[src/sv/bpd_pkg.sv]
// Shared constants, types and helper functions for the byte decryption interpreter.
package bpd_pkg;

	localparam int WINDOW_BYTES = 48;
	localparam int JUMP_BUDGET  = 100000000;
	localparam int JUMPS_W      = 27;
	localparam int PROG_WORDS   = 7;
	localparam int RAM_DEPTH    = 8;
	localparam int RAM_AW       = 3;
	localparam int WORD_W       = 64;
	localparam int ADDR_W       = 6;
	localparam int PC_W         = 6;
	localparam int PCX_W        = 9;

	localparam logic [RAM_AW-1:0] START_COUNT_IDX = 3'd7;

	localparam logic [7:0] OP_JMP     = 8'hEB;
	localparam logic [7:0] OP_DEC     = 8'hFE;
	localparam logic [7:0] OP_SUB_CL  = 8'h2A;
	localparam logic [7:0] OP_ADD_CL  = 8'h02;
	localparam logic [7:0] OP_XOR_CL  = 8'h32;
	localparam logic [7:0] OP_ADD_IMM = 8'h04;
	localparam logic [7:0] OP_SUB_IMM = 8'h2C;
	localparam logic [7:0] OP_XOR_IMM = 8'h34;
	localparam logic [7:0] OP_ROT_IMM = 8'hC0;
	localparam logic [7:0] OP_ROT_CL  = 8'hD2;
	localparam logic [7:0] OP_NOP     = 8'h90;
	localparam logic [7:0] OP_CLC     = 8'hF8;
	localparam logic [7:0] OP_STC     = 8'hF9;
	localparam logic [7:0] MODRM_ROL  = 8'hC0;
	localparam logic [7:0] MODRM_ROR  = 8'hC8;

	localparam logic [1:0] ERR_NONE   = 2'd0;
	localparam logic [1:0] ERR_OPCODE = 2'd1;
	localparam logic [1:0] ERR_JUMPS  = 2'd2;

	// Two consecutive program words: every instruction fits in them.
	typedef struct packed {
		logic [WORD_W-1:0] hi;
		logic [WORD_W-1:0] lo;
	} fetch_t;

	function automatic logic [7:0] rotl8(input logic [7:0] v, input logic [2:0] n);
		logic [15:0] w;
		begin
			w = {v, v} << n;
			rotl8 = w[15:8];
		end
	endfunction

	function automatic logic [7:0] rotr8(input logic [7:0] v, input logic [2:0] n);
		logic [15:0] w;
		begin
			w = {v, v} >> n;
			rotr8 = w[7:0];
		end
	endfunction

endpackage

[src/sv/bpd_ram.sv]
// Generic single-write, single-read synchronous RAM with registered read data.
module bpd_ram #(
	parameter int WIDTH = 64,
	parameter int DEPTH = 8
) (
	input  logic                     clk,
	input  logic                     we,
	input  logic [$clog2(DEPTH)-1:0] waddr,
	input  logic [WIDTH-1:0]         wdata,
	input  logic [$clog2(DEPTH)-1:0] raddr,
	output logic [WIDTH-1:0]         rdata
);

	logic [WIDTH-1:0] mem [DEPTH];

	always_ff @(posedge clk) begin
		if (we) begin
			mem[waddr] <= wdata;
		end
		rdata <= mem[raddr];
	end

endmodule

[src/sv/bpd_prog_store.sv]
// Program store: APB register file and the program RAM copies read by the engine.
module bpd_prog_store (
	input  logic                      clk,
	input  logic                      arst_n,
	input  logic                      psel,
	input  logic                      penable,
	input  logic                      pwrite,
	input  logic [bpd_pkg::ADDR_W-1:0] paddr,
	input  logic [bpd_pkg::WORD_W-1:0] pwdata,
	output logic [bpd_pkg::WORD_W-1:0] prdata,
	input  logic [bpd_pkg::RAM_AW-1:0] fetch_addr,
	output bpd_pkg::fetch_t            fetch,
	output logic [7:0]                 start_count
);
	import bpd_pkg::*;

	logic                 cfg_wr;
	logic [RAM_AW-1:0]    cfg_idx;
	logic                 prog_we;
	logic [RAM_AW-1:0]    fetch_addr_hi;
	logic [RAM_DEPTH-1:0] valid_q;
	logic [7:0]           start_count_q;
	logic                 vld_lo_q;
	logic                 vld_hi_q;
	logic [RAM_AW-1:0]    rd_idx_q;
	logic [WORD_W-1:0]    lo_rdata;
	logic [WORD_W-1:0]    hi_rdata;
	logic [WORD_W-1:0]    bus_rdata;

	assign cfg_wr        = psel & penable & pwrite;
	assign cfg_idx       = paddr[ADDR_W-1:3];
	assign prog_we       = cfg_wr & (cfg_idx != START_COUNT_IDX);
	assign fetch_addr_hi = fetch_addr + RAM_AW'(1);

	// Three identical copies: low word, next word, and one for bus reads.
	bpd_ram #(.WIDTH(WORD_W), .DEPTH(RAM_DEPTH)) u_ram_lo (
		.clk  (clk),
		.we   (prog_we),
		.waddr(cfg_idx),
		.wdata(pwdata),
		.raddr(fetch_addr),
		.rdata(lo_rdata)
	);

	bpd_ram #(.WIDTH(WORD_W), .DEPTH(RAM_DEPTH)) u_ram_hi (
		.clk  (clk),
		.we   (prog_we),
		.waddr(cfg_idx),
		.wdata(pwdata),
		.raddr(fetch_addr_hi),
		.rdata(hi_rdata)
	);

	bpd_ram #(.WIDTH(WORD_W), .DEPTH(RAM_DEPTH)) u_ram_bus (
		.clk  (clk),
		.we   (prog_we),
		.waddr(cfg_idx),
		.wdata(pwdata),
		.raddr(cfg_idx),
		.rdata(bus_rdata)
	);

	always_ff @(posedge clk or negedge arst_n) begin
		if (!arst_n) begin
			valid_q       <= '0;
			start_count_q <= '0;
			vld_lo_q      <= 1'b0;
			vld_hi_q      <= 1'b0;
			rd_idx_q      <= '0;
		end else begin
			if (prog_we) begin
				valid_q[cfg_idx] <= 1'b1;
			end
			if (cfg_wr && cfg_idx == START_COUNT_IDX) begin
				start_count_q <= pwdata[7:0];
			end
			vld_lo_q <= valid_q[fetch_addr];
			vld_hi_q <= valid_q[fetch_addr_hi];
			rd_idx_q <= cfg_idx;
		end
	end

	// Words never written read as zero, which is their reset value.
	assign fetch.lo    = vld_lo_q ? lo_rdata : '0;
	assign fetch.hi    = vld_hi_q ? hi_rdata : '0;
	assign start_count = start_count_q;

	always_comb begin
		if (rd_idx_q == START_COUNT_IDX) begin
			prdata = WORD_W'(start_count_q);
		end else if (valid_q[rd_idx_q]) begin
			prdata = bus_rdata;
		end else begin
			prdata = '0;
		end
	end

endmodule

[src/sv/bpd_engine.sv]
// Instruction sequencer: runs the program on one byte, one instruction per cycle.
module bpd_engine (
	input  logic                       clk,
	input  logic                       arst_n,
	input  logic                       in_valid,
	output logic                       in_stall,
	input  logic                       start_run,
	input  logic [7:0]                 data_byte,
	output logic                       out_valid,
	input  logic                       out_stall,
	output logic [7:0]                 plain_byte,
	output logic [1:0]                 status,
	output logic [bpd_pkg::RAM_AW-1:0] fetch_addr,
	input  bpd_pkg::fetch_t            fetch,
	input  logic [7:0]                 start_count
);
	import bpd_pkg::*;

	localparam logic [1:0] S_IDLE = 2'd0;
	localparam logic [1:0] S_EXEC = 2'd1;
	localparam logic [1:0] S_FIN  = 2'd2;

	logic [1:0]         state_q;
	logic [PC_W-1:0]    pc_q;
	logic [7:0]         acc_q;
	logic [7:0]         cnt_q;
	logic [JUMPS_W-1:0] jumps_q;
	logic [1:0]         err_q;
	logic               out_valid_q;
	logic [7:0]         plain_q;
	logic [1:0]         status_q;

	logic               accept;
	logic               out_free;
	logic [2*WORD_W-1:0] win;
	logic [7:0]         op;
	logic [7:0]         b1;
	logic [7:0]         b2;
	logic [7:0]         acc_n;
	logic [1:0]         adv;
	logic               is_jump;
	logic               bad_op;
	logic               jump_dead;
	logic [PCX_W-1:0]   pc_n;
	logic               leave;

	assign in_stall = (state_q != S_IDLE);
	assign accept   = in_valid & ~in_stall;
	assign out_free = ~out_valid_q | ~out_stall;

	always_comb begin
		win = {fetch.hi, fetch.lo} >> {pc_q[2:0], 3'b000};
		op  = win[7:0];
		b1  = win[15:8];
		b2  = win[23:16];
	end

	always_comb begin
		acc_n   = acc_q;
		adv     = 2'd0;
		is_jump = 1'b0;
		bad_op  = 1'b0;
		case (op)
			OP_JMP: begin
				is_jump = 1'b1;
			end
			OP_DEC: begin
				acc_n = acc_q - 8'd1;
				adv   = 2'd2;
			end
			OP_SUB_CL: begin
				acc_n = acc_q - cnt_q;
				adv   = 2'd2;
			end
			OP_ADD_CL: begin
				acc_n = acc_q + cnt_q;
				adv   = 2'd2;
			end
			OP_XOR_CL: begin
				acc_n = acc_q ^ cnt_q;
				adv   = 2'd2;
			end
			OP_ADD_IMM: begin
				acc_n = acc_q + b1;
				adv   = 2'd2;
			end
			OP_SUB_IMM: begin
				acc_n = acc_q - b1;
				adv   = 2'd2;
			end
			OP_XOR_IMM: begin
				acc_n = acc_q ^ b1;
				adv   = 2'd2;
			end
			OP_ROT_IMM: begin
				acc_n = (b1 == MODRM_ROL) ? rotl8(acc_q, b2[2:0]) : rotr8(acc_q, b2[2:0]);
				adv   = 2'd3;
			end
			OP_ROT_CL: begin
				acc_n = (b1 == MODRM_ROR) ? rotr8(acc_q, cnt_q[2:0]) : rotl8(acc_q, cnt_q[2:0]);
				adv   = 2'd2;
			end
			OP_NOP, OP_CLC, OP_STC: begin
				adv = 2'd1;
			end
			default: begin
				bad_op = 1'b1;
			end
		endcase
	end

	always_comb begin
		if (is_jump) begin
			pc_n = {3'b000, pc_q} + PCX_W'(2) + {b1[7], b1};
		end else begin
			pc_n = {3'b000, pc_q} + {7'b0, adv};
		end
	end

	// A negative target wraps to a large unsigned value, so one compare covers both ends.
	assign leave     = (pc_n >= PCX_W'(WINDOW_BYTES));
	assign jump_dead = is_jump & (jumps_q == '0);

	// In idle the word holding index 0 is kept ready for the next byte.
	assign fetch_addr = (state_q == S_EXEC) ? pc_n[5:3] : '0;

	always_ff @(posedge clk or negedge arst_n) begin
		if (!arst_n) begin
			state_q     <= S_IDLE;
			pc_q        <= '0;
			acc_q       <= '0;
			cnt_q       <= '0;
			jumps_q     <= JUMPS_W'(JUMP_BUDGET);
			err_q       <= ERR_NONE;
			out_valid_q <= 1'b0;
			plain_q     <= '0;
			status_q    <= ERR_NONE;
		end else begin
			if (out_valid_q && !out_stall && state_q != S_FIN) begin
				out_valid_q <= 1'b0;
			end
			case (state_q)
				S_IDLE: begin
					if (accept) begin
						acc_q <= data_byte;
						pc_q  <= '0;
						if (start_run) begin
							cnt_q   <= start_count;
							jumps_q <= JUMPS_W'(JUMP_BUDGET);
							err_q   <= ERR_NONE;
							state_q <= S_EXEC;
						end else if (err_q != ERR_NONE) begin
							state_q <= S_FIN;
						end else begin
							state_q <= S_EXEC;
						end
					end
				end
				S_EXEC: begin
					if (bad_op) begin
						err_q   <= ERR_OPCODE;
						state_q <= S_FIN;
					end else if (jump_dead) begin
						err_q   <= ERR_JUMPS;
						state_q <= S_FIN;
					end else begin
						acc_q <= acc_n;
						pc_q  <= pc_n[PC_W-1:0];
						if (is_jump) begin
							jumps_q <= jumps_q - JUMPS_W'(1);
						end
						if (leave) begin
							cnt_q   <= cnt_q - 8'd1;
							state_q <= S_FIN;
						end
					end
				end
				S_FIN: begin
					if (out_free) begin
						out_valid_q <= 1'b1;
						plain_q     <= (err_q != ERR_NONE) ? 8'd0 : acc_q;
						status_q    <= err_q;
						state_q     <= S_IDLE;
					end
				end
				default: begin
					state_q <= S_IDLE;
				end
			endcase
		end
	end

	assign out_valid  = out_valid_q;
	assign plain_byte = plain_q;
	assign status     = status_q;

endmodule

[src/sv/byte_poly_decrypt_interpreter.sv]
// Top level of the byte decryption interpreter: program store plus sequencer.
// An accepted byte runs its instructions in S_EXEC, then S_FIN registers the result onto
// out_valid (a sticky error skips S_EXEC); S_FIN holds while a waiting result stalls.
// A new byte is accepted only after S_FIN has issued the previous result; the program
// RAM read address of each instruction depends on the previous instruction.
// Reset clears counter, error and output; jump budget reloads; program reads as zero.
module byte_poly_decrypt_interpreter (
	input  logic                       clk,
	input  logic                       arst_n,
	input  logic                       in_valid,
	output logic                       in_stall,
	input  logic                       start_run,
	input  logic [7:0]                 data_byte,
	output logic                       out_valid,
	input  logic                       out_stall,
	output logic [7:0]                 plain_byte,
	output logic [1:0]                 status,
	input  logic                       psel,
	input  logic                       penable,
	input  logic                       pwrite,
	input  logic [bpd_pkg::ADDR_W-1:0] paddr,
	input  logic [bpd_pkg::WORD_W-1:0] pwdata,
	output logic [bpd_pkg::WORD_W-1:0] prdata,
	output logic                       pready
);
	import bpd_pkg::*;

	logic [RAM_AW-1:0] fetch_addr;
	fetch_t            fetch;
	logic [7:0]        start_count;

	assign pready = 1'b1;

	bpd_prog_store u_store (
		.clk        (clk),
		.arst_n     (arst_n),
		.psel       (psel),
		.penable    (penable),
		.pwrite     (pwrite),
		.paddr      (paddr),
		.pwdata     (pwdata),
		.prdata     (prdata),
		.fetch_addr (fetch_addr),
		.fetch      (fetch),
		.start_count(start_count)
	);

	bpd_engine u_engine (
		.clk        (clk),
		.arst_n     (arst_n),
		.in_valid   (in_valid),
		.in_stall   (in_stall),
		.start_run  (start_run),
		.data_byte  (data_byte),
		.out_valid  (out_valid),
		.out_stall  (out_stall),
		.plain_byte (plain_byte),
		.status     (status),
		.fetch_addr (fetch_addr),
		.fetch      (fetch),
		.start_count(start_count)
	);

endmodule

[config.mk]
export PLATFORM = sky130hd
export DESIGN_NAME = byte_poly_decrypt_interpreter
export DESIGN_NICKNAME = d
export VERILOG_FILES = /design/src/sv/bpd_pkg.sv /design/src/sv/bpd_ram.sv /design/src/sv/bpd_prog_store.sv /design/src/sv/bpd_engine.sv /design/src/sv/byte_poly_decrypt_interpreter.sv
export SDC_FILE = /design/constraint.sdc
export NUM_CORES = 1
export LEC_CHECK = 0
export ABC_CLOCK_PERIOD_IN_PS = 14000
export BUFFER_PORTS_ARGS = -buffer_cell sky130_fd_sc_hd__clkbuf_2
export CORE_MARGIN = 4
export CORE_UTILIZATION = 60
export CTS_CLUSTER_DIAMETER = 60
export DETAILED_ROUTE_END_ITERATION = 12
export HOLD_SLACK_MARGIN = 0.03
export MAX_ROUTING_LAYER = met4
export PLACE_DENSITY_LB_ADDON = 0.2
export SLEW_MARGIN = 40
export SYNTH_ARGS = -nofsm -noshare
export SYNTH_HDL_FRONTEND = slang
export SYNTH_SLANG_ARGS = --single-unit
[constraint.sdc]
create_clock -name clk -period 14 [get_ports clk]
set_clock_uncertainty 0.2 [all_clocks]
set_input_delay 2.8 -clock clk [delete_from_list [all_inputs] [get_ports clk]]
set_output_delay 2.8 -clock clk [all_outputs]
set_load 0.02 [all_outputs]
# Yosys cells after proc, flatten, opt, wreduce, memory -nomap -nowiden
# Memories as Yosys holds them, arrays and structs flattened. A register that Yosys moved wholly into a read port is not among the register bits.
# Index checks and enable logic that the tools add are counted.
[word_totals]
mem_count = 3
ramBits = 1536
out_inout_bits = 77
ff_bits = 85
elab_cells = 160
[op_classes]
n_bitwise = 12
n_addsub = 11
order_cmp = 6
n_eq_ne = 31
n_mux = 58
shifts = 5
n_reduce_logical = 20
[mem_list]
columns = ["name", "words", "word_bits", "read_ports", "rd_ports_with_merged_regs", "wr", "line", "text"]
rows = [
  ["u_store.u_ram_bus.mem", 8, 64, 1, 1, 1, "bpd_ram.sv:14", "logic [WIDTH-1:0] mem [DEPTH];"],
  ["u_store.u_ram_hi.mem", 8, 64, 1, 1, 1, "bpd_ram.sv:14", ""],
  ["u_store.u_ram_lo.mem", 8, 64, 1, 1, 1, "bpd_ram.sv:14", ""],
]
[ops]
columns = ["operator", "n"]
rows = [
  ["$mux 64", 4],
  ["$mux 27", 5],
  ["$shr 128x6->19", 1],
  ["$mux 8", 11],
  ["$eq 8x8->1 const B", 9],
  ["$pmux 8 s9", 1],
  ["$pmux 27 s2", 1],
  ["$eq 8x6->1 const B", 4],
  ["$pmux 8 s2", 2],
  ["$shl 16x3->16", 2],
  ["$shr 16x3->8", 2],
  ["$logic_not 27->1", 1],
  ["$sub 27x1->27 const B", 1],
  ["$mux 2", 11],
  ["$mux 6", 3],
  ["$add 8x8->8", 2],
  ["$lt 3x4->1 const B", 4],
  ["$sub 8x1->8 const B", 2],
  ["$sub 8x8->8", 2],
  ["$xor 8x8->8", 2],
  ["$reduce_or 13->1", 1],
  ["$pmux 2 s3", 2],
  ["$pmux 6 s2", 1],
  ["$reduce_and 6->1", 2],
  ["37 further kinds", 67],
]

# Longest topological paths before layout
# Gate-level depths: netlist of run 1.
[depth]
ltp_word = 12
ltp_mapped = 27

# Cells and area by module
# A second synthesis of run 1 with hierarchy kept.
[hier_totals]
hier_cells = 3627
hier_area_um2 = 71497.3
[modules_own_cells]
columns = ["mod", "seq_area_each_um2", "instances", "cells_per_inst", "area_per_inst_um2"]
rows = [
  ["bpd_ram", 16656.0, 3, 816, 20547.2],
  ["bpd_engine", 1616.6, 1, 899, 7577.3],
  ["bpd_prog_store", 525.5, 1, 278, 2267.2],
  ["byte_poly_decrypt_interpreter", 0.0, 1, 2, 11.3],
]

# Worst setup path after synthesis of run 1
# Ideal clock, no wire load.
[synth_path]
path_type = "input port to flip-flop"
start = "input paddr[4] (netlist bit)"
end = "register u_store.valid_q[0]"
arrival_time_ps = 9822
slack_ps = 3875
setup_time_ps = 103
cell_stages = 3
n_path_buf = 1
cell_sequence = "clkbuf_1 -> nor4_1 -> or2_2"
[synth_via]
elab_chain_len = 5
word_cells_on_any_way = 8
[synth_rtl]
columns = ["item", "line", "text"]
rows = [
  ["from (decl)", "byte_poly_decrypt_interpreter.sv:21", "input logic [bpd_pkg::ADDR_W-1:0] paddr,"],
  ["$lt 3x4->1 (not written as such) / $ge 3x1->1 (equally long branches)", "bpd_prog_store.sv:72", "valid_q[cfg_idx] <= 1'b1;"],
  ["$logic_and 1x1->1 (not written as such)", "bpd_prog_store.sv:72", ""],
  ["$mux 1 (not written as such)", "bpd_prog_store.sv:72", ""],
  ["$demux 1 s3", "--", ""],
  ["$or 8x8->8 (no source line)", "--", ""],
  ["to (signal assigned)", "bpd_prog_store.sv:65", "valid_q <= '0;"],
  ["to (signal, indexed assignment)", "bpd_prog_store.sv:72", ""],
  ["to (decl)", "bpd_prog_store.sv:21", "logic [RAM_DEPTH-1:0] valid_q;"],
]
# Several ways; a longest one is shown, not always the timed one.
# A chain may end at the register's enable or synchronous reset.

# Worst setup path after layout of run 1
[layout_path]
start = "register u_engine.pc_q[1]"
end = "register u_store.vld_hi_q"
[layout_via]
elab_chain_len = 10
word_cells_on_any_way = 26
[layout_rtl]
columns = ["item", "line", "text"]
rows = [
  ["from (decl)", "bpd_engine.sv:24", "logic [PC_W-1:0] pc_q;"],
  ["from (signal assigned)", "bpd_engine.sv:168", "pc_q <= pc_n[PC_W-1:0];"],
  ["$shr 128x6->19", "bpd_engine.sv:52", "win = {fetch.hi, fetch.lo} >> {pc_q[2:0], 3'b000};"],
  ["$eq 8x8->1 (tied with other cells)", "bpd_engine.sv:63", "case (op)"],
  ["$reduce_or 8->1 (no source line) / $reduce_or 3->1 (equally long branches)", "--", ""],
  ["$pmux 2 s3", "bpd_engine.sv:63", ""],
  ["$add 6x2->7", "bpd_engine.sv:116", "pc_n = {3'b000, pc_q} + {7'b0, adv};"],
  ["$mux 9 (*)", "bpd_engine.sv:113", "if (is_jump) begin"],
  ["$mux 3 (*)", "bpd_engine.sv:125", "assign fetch_addr = (state_q == S_EXEC) ? pc_n[5:3] : '0;"],
  ["named net fetch_addr[1]", "byte_poly_decrypt_interpreter.sv:28", "logic [RAM_AW-1:0] fetch_addr;"],
  ["$add 3x1->3 (*)", "bpd_prog_store.sv:33", "assign fetch_addr_hi = fetch_addr + RAM_AW'(1);"],
  ["$bmux 1 s3 (*)", "bpd_prog_store.sv:78", "vld_hi_q <= valid_q[fetch_addr_hi];"],
  ["$mux 1 (not written as such) (*)", "bpd_prog_store.sv:78", ""],
  ["to (signal assigned)", "bpd_prog_store.sv:78", ""],
  ["to (decl)", "bpd_prog_store.sv:24", "logic vld_hi_q;"],
]
# The timed path passes the listed nets; every way through them passes the cells marked *. The select of a mux whose other input is x is not followed.

==> results of run 1 <==
[synthesized netlist by cell type (7+ instances only)]
master and count:
o31ai_1 7, or2_2 9, xnor2_1 30, a31oi_1 7, nand2b_1 15, o22ai_1 25, a21o_1 12, o21ai_0 49
a22o_1 14, inv_1 31, a211oi_1 133, buf_6 12, mux2i_1 285, dfstp_2 12, nor2_1 59, edfxtp_1 512
or3_1 14, o221ai_1 20, a31o_2 57, buf_2 42, a31o_1 10, dfxtp_1 139, a21oi_1 56, mux4_2 43
nand3_1 24, nor3_1 18, nand4_1 74, buf_4 12, buf_1 8, clkbuf_1 139, nor4_1 7, xor2_1 18
nand2_1 260, a22oi_1 263, and2_1 63, dfrtp_1 73, mux2_2 32, nor2b_1 74, ha_1 21
[routing by layer]
metal	share of wire (%)	global-route usage, %	wire length, microns
met5	0	-	0
met4	3.9	13.58	3842
met3	9.0	5.586	8829
met2	49	51.09	48190
met1	38	40.06	37780
[state kept, by name (all words and copies together) (netlist names)]
| name | flops |
|---|---|
| u_engine.jumps_q | 27 |
| u_store.u_ram_bus.rdata | 64 |
| u_store.rd_idx_q | 3 |
| u_engine.status | 2 |
| u_store.vld_lo_q | 1 |
| u_store.vld_hi_q | 1 |
| u_store.valid_q | 8 |
| u_engine.pc_q | 6 |
| u_engine.out_valid | 1 |
| u_engine.plain_byte | 8 |
| u_engine.cnt_q | 8 |
| u_engine.err_q | 2 |
| u_engine.state_q | 2 |
| u_store.u_ram_hi.mem | 448 |
| u_store.u_ram_hi.rdata | 11 |
| u_store.start_count | 8 |
| u_engine.acc_q | 8 |
| u_store.u_ram_lo.rdata | 64 |
| u_store.u_ram_lo.mem | 64 |
[worst max path at each step]
stage                     slack (ns)  depth (start not counted)              from                   endpoint
after floorplan                 3.88                          3          paddr[4]         u_store.valid_q[0]
after global placement          6.26                         19  u_engine.pc_q[0]  u_store.u_ram_hi.rdata[2]
after detailed placement        6.39                         19  u_engine.pc_q[0]  u_store.u_ram_hi.rdata[7]
after CTS                       6.37                         19  u_engine.pc_q[0]  u_store.u_ram_hi.rdata[7]
after global routing            5.99                         19  u_engine.pc_q[1]           u_store.vld_hi_q
final                           6.48                         19  u_engine.pc_q[1]           u_store.vld_hi_q
[worst max-delay path: stages, from the launching register on]
cell	delay, ns
dfrtp_1	0.46
buf_4	0.33
nand2_1	0.55
o221ai_1	0.60
nand2_1	0.30
nor4_4	0.52
a22oi_1	0.17
o21ai_0	0.31
ha_1	0.25
inv_1	0.07
fa_1	0.43
nor2b_1	0.21
nand2_1	0.10
xnor2_1	0.14
o211ai_1	0.19
buf_4	0.71
inv_1	0.23
ha_2	0.87
mux4_2	0.40
mux2_2	0.27
[final cells by class]
class	count	area share (%)
clock inverters	47	1.453
repair buffers	204	3.162
well taps	765	2.426
multi-input cells	1868	35.56
clock buffers	98	5.503
diodes	9	0.05709
flip-flops and latches	736	51.47
inverters	37	0.3648
[cells by family after synthesis]
group,count (synthesis)
fa+ha+maj,24
xor+xnor,48
flops,736
other cells,2
mux,361
simple gates,670
buf+inv,250
compound gates,700
[per-stage QoR]
step / hold slack, ns / instances
2_1_floorplan: 0.2460 / 2854
3_3_place_gp: 0.1983 / 3604
3_5_place_dp: 0.1970 / 3607
4_1_cts: 0.2270 / 3752
5_1_grt: 0.2296 / 3763
6_report: 0.2284 / 3764
[where the power goes]
group	switching [mW]	leakage, nW	internal [mW]
logic	0.630	5.40	0.406
clock network	0.879	1.35	1.28
registers	0.156	6.89	2.45
[cell usage in the layout, fill, tap and decap left out, drive strengths merged, types with 21 or more instances in the layout]
cell    count
a211oi    134
a21oi      60
a22oi     263
a31o       67
and2       64
buf        47
clkbuf    255
clkinv     30
conb       65
dfrtp      73
dfxtp     139
edfxtp    512
ha         21
inv        43
mux2       32
mux2i     286
mux4       43
nand2     261
nand3      24
nand4      74
nor2       61
nor2b      74
o21ai      51
o221ai     21
o22ai      25
xnor2      30
==> qor.yml, run 1 <==
ys_seq_area_share_pct: 57.88
grt-ovfl-total: 0
fillers: 4024
ctsResizeCount: 0
initial_core_util_pct: 60.67
timing.final.crit_period_ns: 7.515
setup_viol: 0
powerDensity_nw_per_um2: 147.2
dr.pass1.iters: 6
fin_setup_tns_ns: 0
rsz0062_at_grt: "false"
clockBufferDepth: 3
yosys.area_share.simple_pct: 9.990
seqCellArea_sq_um: 20300
setup_slack_ns: 6.485
grt_pass1_wl_microns: 149100
fp.dieW_microns: 249.8
min_from: "u_store.valid_q[7]"
grt_pass1_vias: 25290
hold_end: "u_store.valid_q[7]"
clk_latency_ns: 0.64
cts_tree: "built"
antenna_found_initial: 9
vias: 25320
synth_mux_area_share_pct: 11.99
hold_path.class: "flip-flop to flip-flop"
utilization_pct: 68.24
totalWireLength_microns: 98650
syn_avg_cell_area_sq_um: 12.57
synth_top_area_cell: "edfxtp_1"
cts_hold_buf: 0
synthTopCellsByArea: "edfxtp_1 44%, mux2i_1 8.1%, dfxtp_1 7.9%, a22oi_1 5.6%, dfrtp_1 5.2%"
synth_top_family_by_area: "compound AO/OA/AOI/OAI gates"
drc: 0
core_sq_um: 57810
ff2ff_path_depth: 19
synth-compound-area-share_pct: 14.77
synth-xor-area-share_pct: 1.199
drv_slew: 0
cts_sinks: 736
fin_area_sq_um: 39450
cts_setup_buffers: 0
synth_seq_cells: 736
port_buffers: 158
cp-end-kind: "flip-flop"
required_ns: 14.28
gr-usage-all-layers_pct: 31.73
slew_headroom_pct: 40.10
peakVddDrop_v: 0.0001166
synth.distinct_cells: 92
dieArea_sq_um: 62380
holdPathStages: 0
gp_congestion: 0.9470
r2r-end: "u_store.vld_hi_q"
cts.clk_slew.worst_paths_ns: 0.05
max_slew.worst_pin.slew_ns: 0.8986
drt_iter0_drc: 2661
multiInputGateArea_sq_um: 14030
synth-main-ff-cell: "edfxtp_1"
r2r_slack_ns: 6.48
avgRoutedWirePerCell_microns: 26.21
vias_per_cell: 6.727
cts_max_level: 3
leakage_nw: 13.63
nNetsFinal: 3035
max_clock_freq_mhz: 133.1
ioPinCount: 163
ys_warn_count: 0
cts_made_buffers: 78
area_growth_syn_to_layout_pct: 12.48
synth_adder_area_share_pct: 0.9205
r2r-start: "u_engine.pc_q[1]"
netlist_instances: 2791
outcome: "finished clean"
syn-cell-area_sq_um: 35070
cp_max_fo: 57
worst-setup-path-type: "flip-flop to flip-flop"
fp-row-count: 88
grt_max_degree: 161
cts_root_buffer: "clkbuf_16"
synth-async-reset-ratio_pct: 11.55
postRouteAntennaNets: 0
yosys.area.top_type_share_pct: 43.84
dp_hpwl_microns: 58500
startpoint_type: "flip-flop"
synth_edf_count: 512
power.total_mw: 5.807
drive_above_1_share_pct: 18.43
placed_cell_area_sq_um: 36600
hold_viol: 0
drv_cap: 0
fp.dieH_microns: 249.8
post-place-ws_ns: 6.387
crit_arrival_ns: 7.80
fin_crit_sh_pct: 53.68
Power figures use the tool's default switching activity.
==> run 2: changes to the inputs <==
--- a/config.mk
+++ b/config.mk
@@ -5,10 +5,10 @@
 export SDC_FILE = /design/constraint.sdc
 export NUM_CORES = 1
 export LEC_CHECK = 0
-export ABC_CLOCK_PERIOD_IN_PS = 14000
+export ABC_CLOCK_PERIOD_IN_PS = 6900
 export BUFFER_PORTS_ARGS = -buffer_cell sky130_fd_sc_hd__clkbuf_2
 export CORE_MARGIN = 4
-export CORE_UTILIZATION = 60
+export CORE_UTILIZATION = 56
 export CTS_CLUSTER_DIAMETER = 60
 export DETAILED_ROUTE_END_ITERATION = 12
 export HOLD_SLACK_MARGIN = 0.03
==> constraint.sdc (replaced) <==
create_clock -name clk -period 6.9 [get_ports clk]
set_clock_uncertainty 0.2 [all_clocks]
set_input_delay 1.38 -clock clk [delete_from_list [all_inputs] [get_ports clk]]
set_output_delay 1.38 -clock clk [all_outputs]
set_load 0.02 [all_outputs]
==> run 2 against run 1 <==
Combinational power grew 110%. Sequential share of layout area shrank 0.40 points. Fmax grew 22%. Core utilization shrank 3.9 points. Die area grew 6.9%. Sequential cell count is the same. Count of clock-buffer cells in the layout shrank 3. First-iteration DRC count grew 9.0%. Final cell count grew 2.6%. Worst setup slack lost 5.7 ns. Register-to-register slack lost 5.7 ns. Largest cell class unchanged.
==> qor.yml, run 2 (synthesis results as in run 1) <==
cts_made_buffers: 78
max_slew.worst_pin.slew_ns: 0.8535
vias_per_cell: 6.586
initial_core_util_pct: 56.72
drv_cap: 0
fp.dieW_microns: 258.3
drc: 0
rsz0062_at_grt: "false"
timing.final.crit_period_ns: 6.145
met3_wirelength_microns: 8230
clk_latency_ns: 0.64
highest_layer: "met4"
cts_max_level: 3
fin_crit_sh_pct: 89.05
grt-ovfl-total: 0
drt-met1-wl_microns: 37800
avgRoutedWirePerCell_microns: 25.91
leakage_nw: 13.76
grt_max_degree: 131
max_flop_register: "u_store.u_ram_hi.mem"
nNetsFinal: 3062
outcome: "finished clean"
crit_slowest_cell: "dfrtp_4"
fp-row-count: 91
crit_family: "compound AO/OA/AOI/OAI gates"
post-place-ws_ns: 0.8212
dieArea_sq_um: 66690
cts_root_buffer: "clkbuf_16"
drv_slew: 0
required_ns: 7.20
drive_above_1_share_pct: 18.93
ioPinCount: 163
clockBufferDepth: 3
path_cells: "buf_4, mux2i_1, o221ai_1, a22oi_1, buf_4, and4b_1, a22oi_1, o21ai_0, ha_1, inv_1, fa_1, nor2b_1, nand2_1, xnor2_1, o211ai_1, inv_1, ha_1, buf_4, mux4_2, mux2_2"
cts_sinks: 736
antenna_found_initial: 8
vias: 25430
fp.dieH_microns: 258.3
worst-setup-path-type: "flip-flop to flip-flop"
setup_viol: 0
area_growth_syn_to_layout_pct: 13.37
cts_tree: "built"
ctsResizeCount: 0
hold_viol: 0
grt_pass1_wl_microns: 150300
slew_headroom_pct: 43.10
cts_hold_buf: 0
final_common_cell: "edfxtp_1"
postRouteAntennaNets: 0
fin_setup_tns_ns: 0
cp_max_fo: 44
cts.clk_slew.worst_paths_ns: 0.06
hold_path.class: "flip-flop to flip-flop"
crit_arrival_ns: 6.45
core_sq_um: 61830
gp_congestion: 0.9178
largest_reg_flops: 448
wl_met2_microns: 49550
startpoint_type: "flip-flop"
powerDensity_nw_per_um2: 296.4
drt_iter0_drc: 2901
dr.pass1.iters: 7
setup_slack_ns: 0.7553
layout_common_cells: "512 x edfxtp_1, 285 x mux2i_1, 263 x a22oi_1, 260 x nand2_1, 157 x clkbuf_2"
grt_pass1_vias: 25590
totalWireLength_microns: 100100
cts_setup_buffers: 0
crit_top_cell: "buf_4"
cp-end-kind: "flip-flop"
cp_slowest_stage_delay_ns: 0.87
dp_hpwl_microns: 62350
gr-usage-all-layers_pct: 30.04
port_buffers: 158
crit_buf_inv: 5
max_clock_freq_mhz: 162.7
peakVddDrop_v: 0.0002474
==> run 2: final timing paths <==
path                                          from                         to  slack, ns  depth (start not counted)
worst max-delay path              u_engine.pc_q[0]  u_store.u_ram_hi.rdata[0]       0.76                         20
worst min-delay path            u_store.valid_q[7]         u_store.valid_q[7]       0.21                          0
worst min register to register  u_store.valid_q[7]         u_store.valid_q[7]       0.21                          0
min in group asynchronous                   arst_n        u_store.rd_idx_q[0]       0.49                          1
max in group asynchronous                   arst_n       u_engine.jumps_q[21]       5.07                          3
worst max register to register    u_engine.pc_q[0]  u_store.u_ram_hi.rdata[0]       0.76                         20
==> run 2: power by group <==
| group | internal (mW) | leakage (nW) | total (mW) | switching [mW] |
|---|---|---|---|---|
| registers | 4.97 | 6.89 | 5.30 | 0.322 |
| logic | 0.852 | 5.58 | 2.15 | 1.29 |
| clock network | 2.53 | 1.30 | 4.34 | 1.81 |
| total | 8.36 | 13.8 | 11.8 | 3.43 |
==> run 2: through the flow <==
stage               hold WS (ns)  cell area [sq um]  utilization (%)  power (mW)  cells
finish                    0.2114              39760            64.31       11.79   3861
global route              0.2267              39760            64.31       12.25   3861
CTS                       0.2082              39690            64.20       11.79   3851
detailed placement        0.1998              37000            59.84       7.479   3706
global placement          0.1914              36790            59.51       7.383   3696
floorplan                 0.2460              35320                -       6.786   2854
==> run 2: layout make-up <==
cell class / instances / area, sq um
Inverter: 37 / 143.9
Sequential cell: 736 / 20300
Antenna cell: 7 / 17.52
Clock buffer: 95 / 2087
Multi-Input combinational cell: 1868 / 14020
Clock inverter: 50 / 606.8
Fill cell: 4552 / 22070
Timing Repair Buffer: 231 / 1536
Tap cell: 837 / 1047
==> run 2: layer usage <==
metal,GRT usage (%),vias to the layer above
li1,-,11140
met5,-,-
met2,49.90,1308
met4,13.78,0
met3,4.671,312
met1,36.60,12670
==> run 2: worst reg2reg max path, delay by kind of cell (launching register included) <==
kind	cells	cell delay, ns
compound gates	5	1.15
buf+inv	5	1.14
mux	3	0.98
fa+ha+maj	3	0.98
flops	1	0.87
simple gates	3	0.55
xor+xnor	1	0.13
